`config.mk`:
```
export PLATFORM = sky130hd
export DESIGN_NAME = dps_ram
export DESIGN_NICKNAME = d
export VERILOG_FILES = /design/src/design/dps_ram.sv
export SDC_FILE = /design/constraint.sdc
export NUM_CORES = 1
export LEC_CHECK = 0
export BUFFER_PORTS_ARGS = -buffer_cell sky130_fd_sc_hd__buf_2
export CORE_MARGIN = 10
export CORE_UTILIZATION = 40
export CTS_CLUSTER_SIZE = 10
export DETAILED_ROUTE_END_ITERATION = 10
export GPL_TIMING_DRIVEN = 1
export HOLD_SLACK_MARGIN = 0.05
export SYNTH_ARGS = -nofsm -noshare
export SYNTH_HDL_FRONTEND = slang
export SYNTH_SLANG_ARGS = --single-unit
```
`constraint.sdc`:
```
create_clock -name clk -period 7.01 [get_ports clk]
set_clock_uncertainty 0.15 [all_clocks]
set_input_delay 2.103 -clock clk [delete_from_list [all_inputs] [get_ports clk]]
set_output_delay 2.103 -clock clk [all_outputs]
set_load 0.03 [all_outputs]
```
`src/design/dps_ram.sv`:
```
module dps_ram #(
	parameter int WIDTH = 8,
	parameter int DEPTH = 64
) (
	input  logic                     clk,
	input  logic                     we,
	input  logic [$clog2(DEPTH)-1:0] waddr,
	input  logic [WIDTH-1:0]         wdata,
	input  logic                     re,
	input  logic [$clog2(DEPTH)-1:0] raddr,
	output logic [WIDTH-1:0]         rdata
);
	logic [WIDTH-1:0] mem [DEPTH];

	always_ff @(posedge clk) begin
		if (we) begin
			mem[waddr] <= wdata;
		end
		if (re) begin
			rdata <= mem[raddr];
		end
	end
endmodule

```
* Word level (Yosys, flattened, before mapping)
Memory sizes are Yosys's and may differ from the RTL's. A register that Yosys moved wholly into a read port is not among the register bits. Cells that the tools add are included.
Word-level totals: flip-flop bits (word level) 0, RAM bits 512, output and inout bits 8, word-level logic and storage cells 3, memories kept 1
Memories:
- mem | words 64, width 8, rd ports 1, clocked after Yosys merged registers in 1, wr ports 1, line 13 | logic [WIDTH-1:0] mem [DEPTH];
Operators by class: multiplexer cells 2
Operators by type and width (count):
- $mux W1 | 2

* Longest topological paths before layout
depth after elaboration 2, gate-level depth with buffers 9, depth with buffers taken out 5

* Worst setup path after synthesis
Ideal clock, no wire load.
path kind in2reg, start input raddr[1], end register rdata[3], read port of mem (data pin), setup time 266 ps, arrival time 3643 ps, slack 2951 ps, cell stages on the path 7, cells stage by stage buf_4 -> buf_2 -> buf_2 -> mux4_2 -> mux4_2 -> o21ai_1 -> o41ai_1
RTL lines:
- from (decl) | line 10 | input logic [$clog2(DEPTH)-1:0] raddr,
- to (decl) | line 11 | output logic [WIDTH-1:0] rdata

==> reports/qor.yml <==
job:
  drv_cap: 0
critical_path:
  cp-end-kind: "flop"
  cp_max_fo: 41
  critPathMaxStageDelay_ns: 0.62
  critPathLaunchType: "input port"
  crit_required_ns: 7.19
  crit_path_cell_trace: "buf_4 -> buf_4 -> mux4_2 -> mux4_2 -> o21ai_0 -> nand2_1"
  cp_top_family: "buffers and inverters"
  cp_num_buf_inv: 2
  worst_path_max_delay_cell: "buf_4"
  crit_arrival_ns: 4.73
  critPathKind: "in -> reg"
floorplan:
  core-area_mm2: 0.05007
  row_count: 82
  initial_utilization_pct: 40.44
  fp.dieH_um: 245.0
  dieWidth_um: 245.0
  fp.dieArea_mm2: 0.06002
  pin_count: 31
global_route:
  grt_start_max_net_pins: 66
  met1_usage_pct: 20.04
  met3_usage_pct: 3.627
  grt_busiest_layer: "met2"
  grt_pass1_wl_um: 66990
  grt-ovfl-total: 0
  track_usage_pct: 15.16
  grt_pass1_vias: 9891
  met2_usage_pct: 24.26
  antenna_found_initial: 1
cts:
  cts_buffers: 58
  clk_path_buf_depth: 3
  postCtsHoldBufs: 0
  path_clk_slew_ns: 0.06
  cts_sinks: 520
  tritoncts: "done"
  postCtsSetupRepairBufs: 0
  cts.htree.levels: 2
  cts-resized-gates: 0
  insertion_delay_ns: 0.60
  cts_root_buf: "clkbuf_16"
routing:
  drt_iter0_drc: 1013
  drt_wl_total_um: 45240
  num_vias: 9462
  viasPerCell: 5.669
  ant_nets: 0
  drc: 0
  post_drt_wl_per_cell_um: 27.10
  dr.pass1.iters: 7
placement:
  dp_hpwl_um: 27420
  port_buffers: 30
  place.gp.congestion: 0.7770
  placed_area_mm2: 0.02106
finish:
  layout-drive-gt1-share_pct: 24.87
  final_nets: 1015
  finalCoreUtilization_pct: 45.14
  diodes: 0
  syn2layout_area_growth_pct: 11.63
  fin_area_mm2: 0.02260
power:
  p_sw_uw: 1304
  combPwrFrac_pct: 4.9
  pwr-share-clk_pct: 40.8
  power_density_mw_per_mm2: 282.5
  seq_power_share_pct: 54.2
  swShare_pct: 20.43
  power.total_uw: 6385
  vdd_ir_drop_max_mv: 0.1675
  leakagePower_uw: 0.006915
  p_int_uw: 5081
timing:
  fin_crit_ns: 4.546
  relSlewSlack_pct: 17.75
  final_hold_viol_count: 0
  tightestPinTransition_ns: 1.234
  finalSetupViolations: 0
  setup-tns-final_ns: 0
  fin_crit_sh_pct: 64.85
  rsz0062_at_grt: "no"
  fmax_ghz: 0.2200
  drv_slew: 0
synthesis:
  synth_top_cell_area_share_pct: 77.12
  synth_largest_area_cell: "edfxtp_1"
  synth_async_sr_flop_share_pct: 0
  syn-cell-area_mm2: 0.02025
  synth_cells: 940
  syn-num-nets: 963
  ys_warn_count: 0
  ys_seq_elements: 520
  syn_area_per_cell_um2: 21.54
  synth_cell_types: 39
  yosysMostFrequentCell: "edfxtp_1"
  synth_common_cells: "520 x edfxtp_1, 126 x mux4_2, 83 x nor2_1"
  synth-seq-area-share_pct: 77.12
  synth_edf_count: 520
  yosys-top-cells-area: "edfxtp_1 77%, mux4_2 14%, nor2_1 1.5%, mux2i_1 1.1%, mux2_2 0.72%"
  synth_top_flop_cell: "edfxtp_1"
hold_path:
  holdCritPathClass: "reg -> reg"
run_status:
  status: "finished clean"
-- through the flow --
stage / hold WS, ns / cells / setup slack [ns]
floorplan: 0.6471 / 940 / 2.951
detailed placement: 0.8120 / 1604 / 1.780
finish: 0.8065 / 1669 / 2.464
global route: 0.8652 / 1669 / 2.334
CTS: 0.8101 / 1669 / 2.413
global placement: 0.7884 / 1604 / 1.749
-- worst reg2reg max path, delay by kind of cell, from the launching register on --
family | cells | cell delay (ns)
muxes | 2 | 0.76
AOI/OAI and AO/OA | 2 | 0.42
DFF | 1 | 0.37
and+or+nand+nor | 1 | 0.35
-- cell families after synthesis --
group	Yosys count	synth area share, %
flops	520	77.12
compound gates	54	2.064
mux	162	15.88
simple gates	153	3.374
buf+inv	51	1.563
-- power groups by stage --
stage | Sequential (uW) | Combinational (uW) | Clock, uW
after floorplan | 3530 | 184 | 0
after global placement | 3520 | 316 | 0
after detailed placement | 3520 | 320 | 0
after CTS | 3460 | 321 | 2660
after global routing | 3460 | 339 | 2770
final | 3460 | 316 | 2610
-- state kept, by name, indices dropped and copies added, names as in the netlist --
signal,cells
mem,512
rdata,8
-- area by class of cell --
| type | count | area [um2] |
|---|---|---|
| clock buffer | 63 | 1534 |
| timing repair buffer | 43 | 274.0 |
| multi-input combinational | 369 | 4325 |
| tap | 672 | 840.8 |
| fill | 4247 | 27470 |
| sequential | 520 | 15620 |
| clock inverter | 2 | 12.51 |
-- placed cells by master (no fill, tap or decap), types with 3 or more instances in the layout --
master and n:
edfxtp_1 520, mux4_2 126, nor2_1 83, clkbuf_16 61, buf_2 27, mux2i_1 23, nand2_1 19, nor2b_1 14
buf_4 14, mux2_2 13, nand3_1 13, o221ai_1 8, o22ai_1 8, nand2b_1 7, a221oi_1 6, nor3_1 5
a211oi_1 4, nand3b_1 3, a21oi_1 3, a22oi_1 3, o2111ai_1 3, o2bb2ai_1 3
-- metal layers --
layer | wire length (um) | vias up | part of all wire [%]
li1 | - | 4007 | -
met1 | 19150 | 5028 | 42
met2 | 21900 | 353 | 48
met3 | 3069 | 72 | 6.8
met4 | 1105 | 2 | 2.4
met5 | 11 | - | 0.024
-- final timing paths --
kind / startpoint / to / slack [ns] / depth (start not counted)
worst max register to register: mem[24][4] / rdata[4] / 4.70 / 5
worst min register to register: mem[26][6] / rdata[6] / 0.81 / 3
worst min-delay path: mem[26][6] / rdata[6] / 0.81 / 3
worst max-delay path: raddr[1] / rdata[7] / 2.46 / 6
Power figures use the tool's default switching activity.
