`src/design/dps_pkg.sv`:
```
package dps_pkg;

	typedef enum logic [2:0] {
		KIND_ADMIT   = 3'd0,
		KIND_SET_ST  = 3'd1,
		KIND_TICK    = 3'd2,
		KIND_PICK    = 3'd3,
		KIND_SET_PRI = 3'd4
	} dps_kind_t;

	typedef enum logic [2:0] {
		ST_UNUSED   = 3'd0,
		ST_USED     = 3'd1,
		ST_SLEEPING = 3'd2,
		ST_RUNNABLE = 3'd3,
		ST_RUNNING  = 3'd4,
		ST_ZOMBIE   = 3'd5
	} dps_state_t;

	typedef enum logic [2:0] {
		FSM_IDLE,
		FSM_RD,
		FSM_EV,
		FSM_DIV,
		FSM_WR,
		FSM_PWR,
		FSM_DONE
	} dps_fsm_t;

	localparam logic [6:0] PRI_MAX     = 7'd100;
	localparam logic [6:0] PRI_DEFAULT = 7'd60;
	localparam logic [3:0] NICE_NEUTRAL = 4'd5;

	typedef struct packed {
		logic [2:0]  state;
		logic [15:0] id;
		logic [6:0]  spri;
		logic [6:0]  dpri;
		logic [31:0] run_ticks;
		logic [31:0] sleep_ticks;
		logic [31:0] run_count;
		logic [31:0] create_time;
	} dps_row_t;

	function automatic logic [31:0] sat_inc(input logic [31:0] v);
		return (v == '1) ? v : v + 32'd1;
	endfunction

endpackage

```
`src/design/dps_nice_div.sv`:
```
module dps_nice_div (
	input  logic        clk,
	input  logic        arst_n,
	input  logic        start,
	input  logic [31:0] sleep_ticks,
	input  logic [31:0] run_ticks,
	output logic        done,
	output logic [3:0]  nice
);
	import dps_pkg::*;

	logic        busy_q;
	logic        zero_q;
	logic [1:0]  step_q;
	logic [35:0] num_q;
	logic [32:0] den_q;
	logic [3:0]  q_q;
	logic [32:0] den_start;
	logic [35:0] den_sh;

	assign den_start = {1'b0, sleep_ticks} + {1'b0, run_ticks};
	assign den_sh    = 36'(den_q) << step_q;
	assign done      = busy_q && (step_q == 2'd0);
	assign nice      = q_q;

	// control: one restoring step per cycle, quotient bit 3 down to 0
	always_ff @(posedge clk or negedge arst_n) begin
		if (!arst_n) begin
			busy_q <= 1'b0;
			step_q <= 2'd0;
			zero_q <= 1'b0;
		end else if (start) begin
			busy_q <= 1'b1;
			zero_q <= (den_start == '0);
			step_q <= (den_start == '0) ? 2'd0 : 2'd3;
		end else if (busy_q) begin
			if (step_q == 2'd0) begin
				busy_q <= 1'b0;
			end else begin
				step_q <= step_q - 2'd1;
			end
		end
	end

	// datapath: shared subtract and compare
	always_ff @(posedge clk) begin
		if (start) begin
			num_q <= (36'(sleep_ticks) << 3) + (36'(sleep_ticks) << 1);
			den_q <= den_start;
			q_q   <= (den_start == '0) ? NICE_NEUTRAL : 4'd0;
		end else if (busy_q && !zero_q && (num_q >= den_sh)) begin
			num_q         <= num_q - den_sh;
			q_q[step_q]   <= 1'b1;
		end
	end
endmodule

```
`config.mk`:
```
export PLATFORM = sky130hd
export DESIGN_NAME = dps_nice_div
export DESIGN_NICKNAME = d
export VERILOG_FILES = /design/src/design/dps_pkg.sv /design/src/design/dps_nice_div.sv
export SDC_FILE = /design/constraint.sdc
export NUM_CORES = 1
export LEC_CHECK = 0
export BUFFER_PORTS_ARGS = -buffer_cell sky130_fd_sc_hd__buf_2
export CAP_MARGIN = 20
export CORE_ASPECT_RATIO = 1.1
export CORE_UTILIZATION = 50
export CTS_BUF_LIST = sky130_fd_sc_hd__clkbuf_4 sky130_fd_sc_hd__clkbuf_8
export DETAILED_ROUTE_END_ITERATION = 7
export GPL_ROUTABILITY_DRIVEN = 0
export PLACE_DENSITY = 0.68
export SYNTH_ARGS = -nofsm -noshare
export SYNTH_HDL_FRONTEND = slang
export SYNTH_SLANG_ARGS = --single-unit
export TNS_END_PERCENT = 50
```
`constraint.sdc`:
```
create_clock -name clk -period 8 [get_ports clk]
set_clock_uncertainty 0.15 [all_clocks]
set_input_delay 1.6 -clock clk [delete_from_list [all_inputs] [get_ports clk]]
set_output_delay 1.6 -clock clk [all_outputs]
set_load 0.005 [all_outputs]
```
; Word level (Yosys, flattened, before mapping)
; Cells that the tools add are included.
[totals]
register_bits = 77
in_bits = 67
output_inout_bits = 5
word_cells = 40
[classes]
addsub = 4
n_lt_le_gt_ge = 3
n_eq_ne = 1
shifts = 1
n_mux = 14
n_bitwise = 1
reduce_logical = 10
[ops]
columns = op, n
row1 = $mux 36, 2
row2 = $add 35x33->36, 1
row3 = $ge 36x36->1, 1
row4 = $shl 33x2->36, 1
row5 = $sub 36x36->36, 1
row6 = $add 32x32->33, 1
row7 = $logic_not 33->1, 1
row8 = $mux 2, 4
row9 = $mux 4, 2
row10 = $logic_and 1x1->1, 4
row11 = $mux 1, 4
row12 = $or 4x4->4, 1
row13 = $reduce_bool 2->1, 2
row14 = $lt 2x3->1 const B, 1
row15 = $mux 3, 1
row16 = $demux 1 s2, 1
row17 = $ge 2x1->1 const B, 1
row18 = $logic_not 2->1, 1
row19 = $ne 2x2->1 const B, 1
row20 = $reduce_and 2->1, 1
row21 = $sub 2x1->2 const B, 1
row22 = $logic_not 1->1, 1

; Longest topological paths before layout
[logic_depth]
ltp_word = 7
ltp_mapped = 16
ltp_nobuf = 14

; Worst setup path after synthesis
; Ideal clock, no wire load.
[synth_path]
kind = flip-flop to flip-flop
start = register step_q[0]
end = register q_q[0], in the netlist nice[0] (enable)
setup_time_ns = 0.382
arrival_time_ns = 4.799
t_required_ns = 7.468
path_slack_ns = 2.669
path_stages_with_launch = 16
path_buffers = 2
synth_period_minus_slack_ns = 5.331
cell_sequence = dfrtp_1 -> clkbuf_1 -> clkbuf_1 -> clkinv_1 -> and3_1 -> ha_1 -> fa_1 -> nor2b_1 -> o2111ai_1 -> a2111o_1 -> a211oi_1 -> o311ai_0 -> a21oi_1 -> nor3_1 -> o21ai_0 -> a31o_2
[synth_between]
elab_chain_len = 4
[synth_lines]
columns = item, line
row1 = start: declaration, dps_nice_div.sv:14  ; logic [1:0] step_q;
row2 = start signal: assignment, dps_nice_div.sv:35  ; step_q <= (den_start == '0) ? 2'd0 : 2'd3;
row3 = start signal: assignment, dps_nice_div.sv:40  ; step_q <= step_q - 2'd1;
row4 = $shl 33x2->36, dps_nice_div.sv:22  ; assign den_sh = 36'(den_q) << step_q;
row5 = $ge 36x36->1, dps_nice_div.sv:51  ; end else if (busy_q && !zero_q && (num_q >= den_sh)) begin
row6 = $logic_and 1x1->1, dps_nice_div.sv:51
row7 = $reduce_bool 2->1 (no line), n/a
row8 = end signal: assignment, dps_nice_div.sv:50  ; q_q <= (den_start == '0) ? NICE_NEUTRAL : 4'd0;
row9 = end: declaration, dps_nice_div.sv:17  ; logic [3:0] q_q;
; Every way passes these cells.
; A chain may end at the register's enable or synchronous reset.

; Worst setup path after layout
[layout_path]
start = input port sleep_ticks[0]
end = register step_q[0]
[layout_between]
elab_chain_len = 4
[layout_lines]
columns = item, line
row1 = start: declaration, dps_nice_div.sv:5  ; input logic [31:0] sleep_ticks,
row2 = $add 32x32->33, dps_nice_div.sv:21  ; assign den_start = {1'b0, sleep_ticks} + {1'b0, run_ticks};
row3 = named net den_start[8], dps_nice_div.sv:18  ; logic [32:0] den_start;
row4 = $logic_not 33->1, dps_nice_div.sv:35
row5 = $mux 2, dps_nice_div.sv:35
row6 = $mux 2, dps_nice_div.sv:32  ; end else if (start) begin
; The timed path passes the listed nets, and every way through them passes these cells.

==> parameters.txt <==
Parameter                              Value

Outcome
  Run status ... complete, no violations

Synthesis
  Syn. warnings ... 0
  Gate count after technology mapping ... between 1000 and 1500
  Async set or reset register ratio after synthesis ... under 10%
  Synth Area in Compound Gates ... roughly a quarter
  Total standard cell area after synthesis ... 9250 um^2
  Library cell with the largest summed area after synthesis ... sky130_fd_sc_hd__edfxtp_1
  Number of distinct library cell variants in the gate-level netlist after synthesis ... 76
  Flip-flop and latch count after synthesis ... 77
  Syn nets ... 1238
  Post-synthesis mux area share ... 7.64%
  Area share of the largest cell type after synthesis ... 23.7%
  Dominant combinational cell family by area after synthesis ... compound AO/OA/AOI/OAI gates
  Simple-gate share of the synthesized area ... between 15 and 20%
  XOR/XNOR share of the synthesized area ... 6.25%
  Sequential share of the synthesized area ... roughly 25%
  Adder and majority cell fraction of the synthesized area ... 14.4%
  Synthesized area per cell ... 8.68 um^2
  Count of flip-flops with a built-in enable after synthesis ... 73
  Primary flip-flop cell chosen by synthesis mapping ... sky130_fd_sc_hd__edfxtp_1
  Top cells by area in the synthesized netlist ... sky130_fd_sc_hd__edfxtp_1 (24%), sky130_fd_sc_hd__ha_1 (14%), sky130_fd_sc_hd__mux4_2 (6.1%), sky130_fd_sc_hd__a21oi_1 (4.9%), sky130_fd_sc_hd__nand2_1 (3.9%)

Routing
  Violation count after the first detailed-route iteration ... 523
  First drt pass iteration count ... 5
  DRC violations left ... 0
  Routed vias ... 8238
  Wire length after detailed routing ... 23500 um
  Average wire per standard cell ... 17.3 um
  ANT nets after route ... 0
  Vias per cell ... 6.05

Placed design
  DPL Wire Length ... 18800 um
  Worst slack after detailed placement ... 2.23 ns
  PortBufs ... between 70 and 80
  Number of cells in the design after placement ... between 1000 and 1500

Timing
  Endpoints failing setup ... 0
  Least-Margin Pin Slew ... 0.814 ns
  Setup Total Neg Slack ... 0 ns
  Number of pins exceeding their max-slew limit in the final report ... 0
  Highest attainable clock frequency ... 186 MHz
  Unrepaired setup endpoints after global routing ... false
  Least setup slack across all paths after layout ... 2.63 ns
  Final worst path period share ... 67.1%
  Final number of hold-violating endpoints ... 0
  Worst rel slew slack ... between 40% and 50%
  Min Tclk post-route ... 5.37 ns

Setup path
  Crit-path slowest cell ... sky130_fd_sc_hd__a211oi_1
  Data arrival time of the worst path ... 5.48 ns
  Start-to-end type of the worst setup path ... primary input to register
  CP Max Fanout ... 8
  Delay of the slowest cell on the worst path ... roughly 0.53 ns
  Launch instance of the worst register-to-register path ... step_q[0]
  Worst endpoint required time ... between 8 and 9 ns
  CP Launch Point ... sleep_ticks[0]
  Critical path launch point type ... primary input
  Critical-path cell list ... buf_2 > ha_1 > fa_1 > a211oi_1 > or3_1 > a21oi_1 > xor2_1 > or4b_1 > or4_1 > nor4_2 > nand4_2 > o21a_1
  Path depth of the worst reg2reg path ... 14
  Element type at the critical path end ... register

Floorplan
  X dimension of the die ... 132 um
  Number of rows in the core area ... roughly 50
  I/O pin count ... 72
  Placeable core area ... roughly 18000 um^2
  Total die area ... 19100 um^2
  Chip Height ... 145 um
  Initial Utilization ... 51.6%

GRT
  Number of antenna violations at the first check in global routing ... 0
  Overall track demand over capacity in global routing ... ~25%
  Total congestion overflow ... 0
  Maximum number of pins on one net before global-route repair ... 76
  First-pass GRT wire length ... 38600 um
  Vias in the first global route ... ~8000

Pwr
  Pleak ... about 0.0043 uW
  Highest ir drop seen on vdd ... 0.188 mV
  Cell area power density ... ~340 nW/um^2

Clock tree
  Clk pin slew, worst setup/hold paths ... 0.09 ns
  TritonCTS clock tree ... done
  TritonCTS buffer count ... 9
  Total setup buffers inserted after CTS ... 0
  Clock H-tree levels ... 3
  Clock root buffer ... sky130_fd_sc_hd__clkbuf_8
  Worst skew pair latency ... 0.37 ns
  TritonCTS Sinks ... between 70 and 80
  Number of cells upsized or downsized after cts ... 0
  Hold buffer count at CTS ... 0
  Number of buffers on the longest clock path ... 2

Finish
  Share of post-route cells with drive strength above 1 ... ~12%
  P&R area growth vs syn ... 8.33%
  Final layout net count ... 1291
  Diode insertion count for antenna repair ... 0
  Final Instance Count excl. Fillers ... 1362

Hold path
  Class of the most critical hold timing path ... register to register
  Hold Crit Start ... zero_q
  Worst hold path stage count ... 2

Run
  Max-capacitance violation count ... 0
-- cells by family (layout without fill, tap and decap cells) --
kind of cell,after synthesis,count (layout)
mux,39,39
flops,77,77
compound gates,349,349
xor+xnor,66,66
fa+ha+maj,105,105
simple gates,333,333
buf+inv,97,155
-- layout make-up --
type,count,area [um^2]
multi-input cells,892,6590
repair buffers,75,408
flip-flops and latches,77,2290
clock buffers,11,139
fillers,1648,7910
inverters,64,240
clock inverters,5,51.3
well taps,238,298
-- layout by cell type (no fill, tap or decap), types with 9 or more instances in the layout --
| cell | n |
|---|---|
| sky130_fd_sc_hd__edfxtp_1 | 73 |
| sky130_fd_sc_hd__inv_1 | 62 |
| sky130_fd_sc_hd__nor2_1 | 80 |
| sky130_fd_sc_hd__mux4_2 | 25 |
| sky130_fd_sc_hd__o21ai_0 | 65 |
| sky130_fd_sc_hd__xnor2_1 | 34 |
| sky130_fd_sc_hd__or3_1 | 12 |
| sky130_fd_sc_hd__o21a_1 | 15 |
| sky130_fd_sc_hd__a21o_1 | 34 |
| sky130_fd_sc_hd__nand4_1 | 14 |
| sky130_fd_sc_hd__nand2_1 | 95 |
| sky130_fd_sc_hd__a31oi_1 | 14 |
| sky130_fd_sc_hd__a211oi_1 | 20 |
| sky130_fd_sc_hd__o31ai_1 | 12 |
| sky130_fd_sc_hd__nand2b_1 | 14 |
| sky130_fd_sc_hd__nor2b_1 | 13 |
| sky130_fd_sc_hd__a21oi_1 | 90 |
| sky130_fd_sc_hd__and3_1 | 16 |
| sky130_fd_sc_hd__buf_2 | 70 |
| sky130_fd_sc_hd__nor3_1 | 22 |
| sky130_fd_sc_hd__o21bai_1 | 15 |
| sky130_fd_sc_hd__clkbuf_8 | 9 |
| sky130_fd_sc_hd__xor2_1 | 32 |
| sky130_fd_sc_hd__ha_1 | 102 |
| sky130_fd_sc_hd__mux2i_1 | 11 |
| sky130_fd_sc_hd__o211ai_1 | 10 |
| sky130_fd_sc_hd__nand3_1 | 27 |
-- where the power goes --
group	total [uW]	leakage, uW	switching, uW	internal [uW]
logic	2340	0.00346	1320	1020
clock network	302	0.0000976	153	149
registers	749	0.000775	71.2	678
-- final timing paths --
check	end	slack (ns)
worst max-delay path	step_q[0]	2.63
worst min-delay path	zero_q	0.36
worst max register to register	num_q[6]	2.83
worst min register to register	zero_q	0.36
max in group asynchronous	step_q[0]	6.69
min in group asynchronous	zero_q	0.87
-- cell usage after synthesis (all sizes together) (11+ instances only) --
master,n
ha,102
nand2,95
a21oi,90
nor2,80
edfxtp,73
o21ai,68
inv,63
a21o,34
xnor2,34
xor2,32
nand3,27
clkbuf,26
mux4,25
nor3,22
a211oi,20
and3,16
nand4,15
o21a,15
o21bai,15
a31oi,14
nand2b,14
nor2b,13
or3,13
o31ai,12
mux2i,11
-- state kept, by name, summed over array words and instances, names as in the netlist --
signal and cells:
num_q 36, den_q 33, nice 4, step_q 2, busy_q 1, zero_q 1
-- per-stage QoR --
step	area (um^2)	utilization (%)	hold slack [ns]	total power, uW
after global routing	10000	55.9	0.391	3730
after floorplan	9250	-	0.309	2570
after detailed placement	9810	54.7	0.341	3060
final	10000	55.9	0.362	3390
after CTS	10000	55.7	0.363	3380
after global placement	9810	54.7	0.328	3030
-- metal layers --
layer  track usage, %  share of wire, %
met1             34.7                48
met5                0                 0
met2             42.0                46
met4             9.91               2.6
met3             1.92               3.6
-- worst max-delay path, delay by kind of cell --
kind / cells / cell delay [ns]
buf+inv: 1 / 0.12
xor+xnor: 1 / 0.23
fa+ha+maj: 2 / 0.64
compound gates: 3 / 1.01
simple gates: 5 / 1.88
No activity file was read; power rests on OpenSTA's default activity.
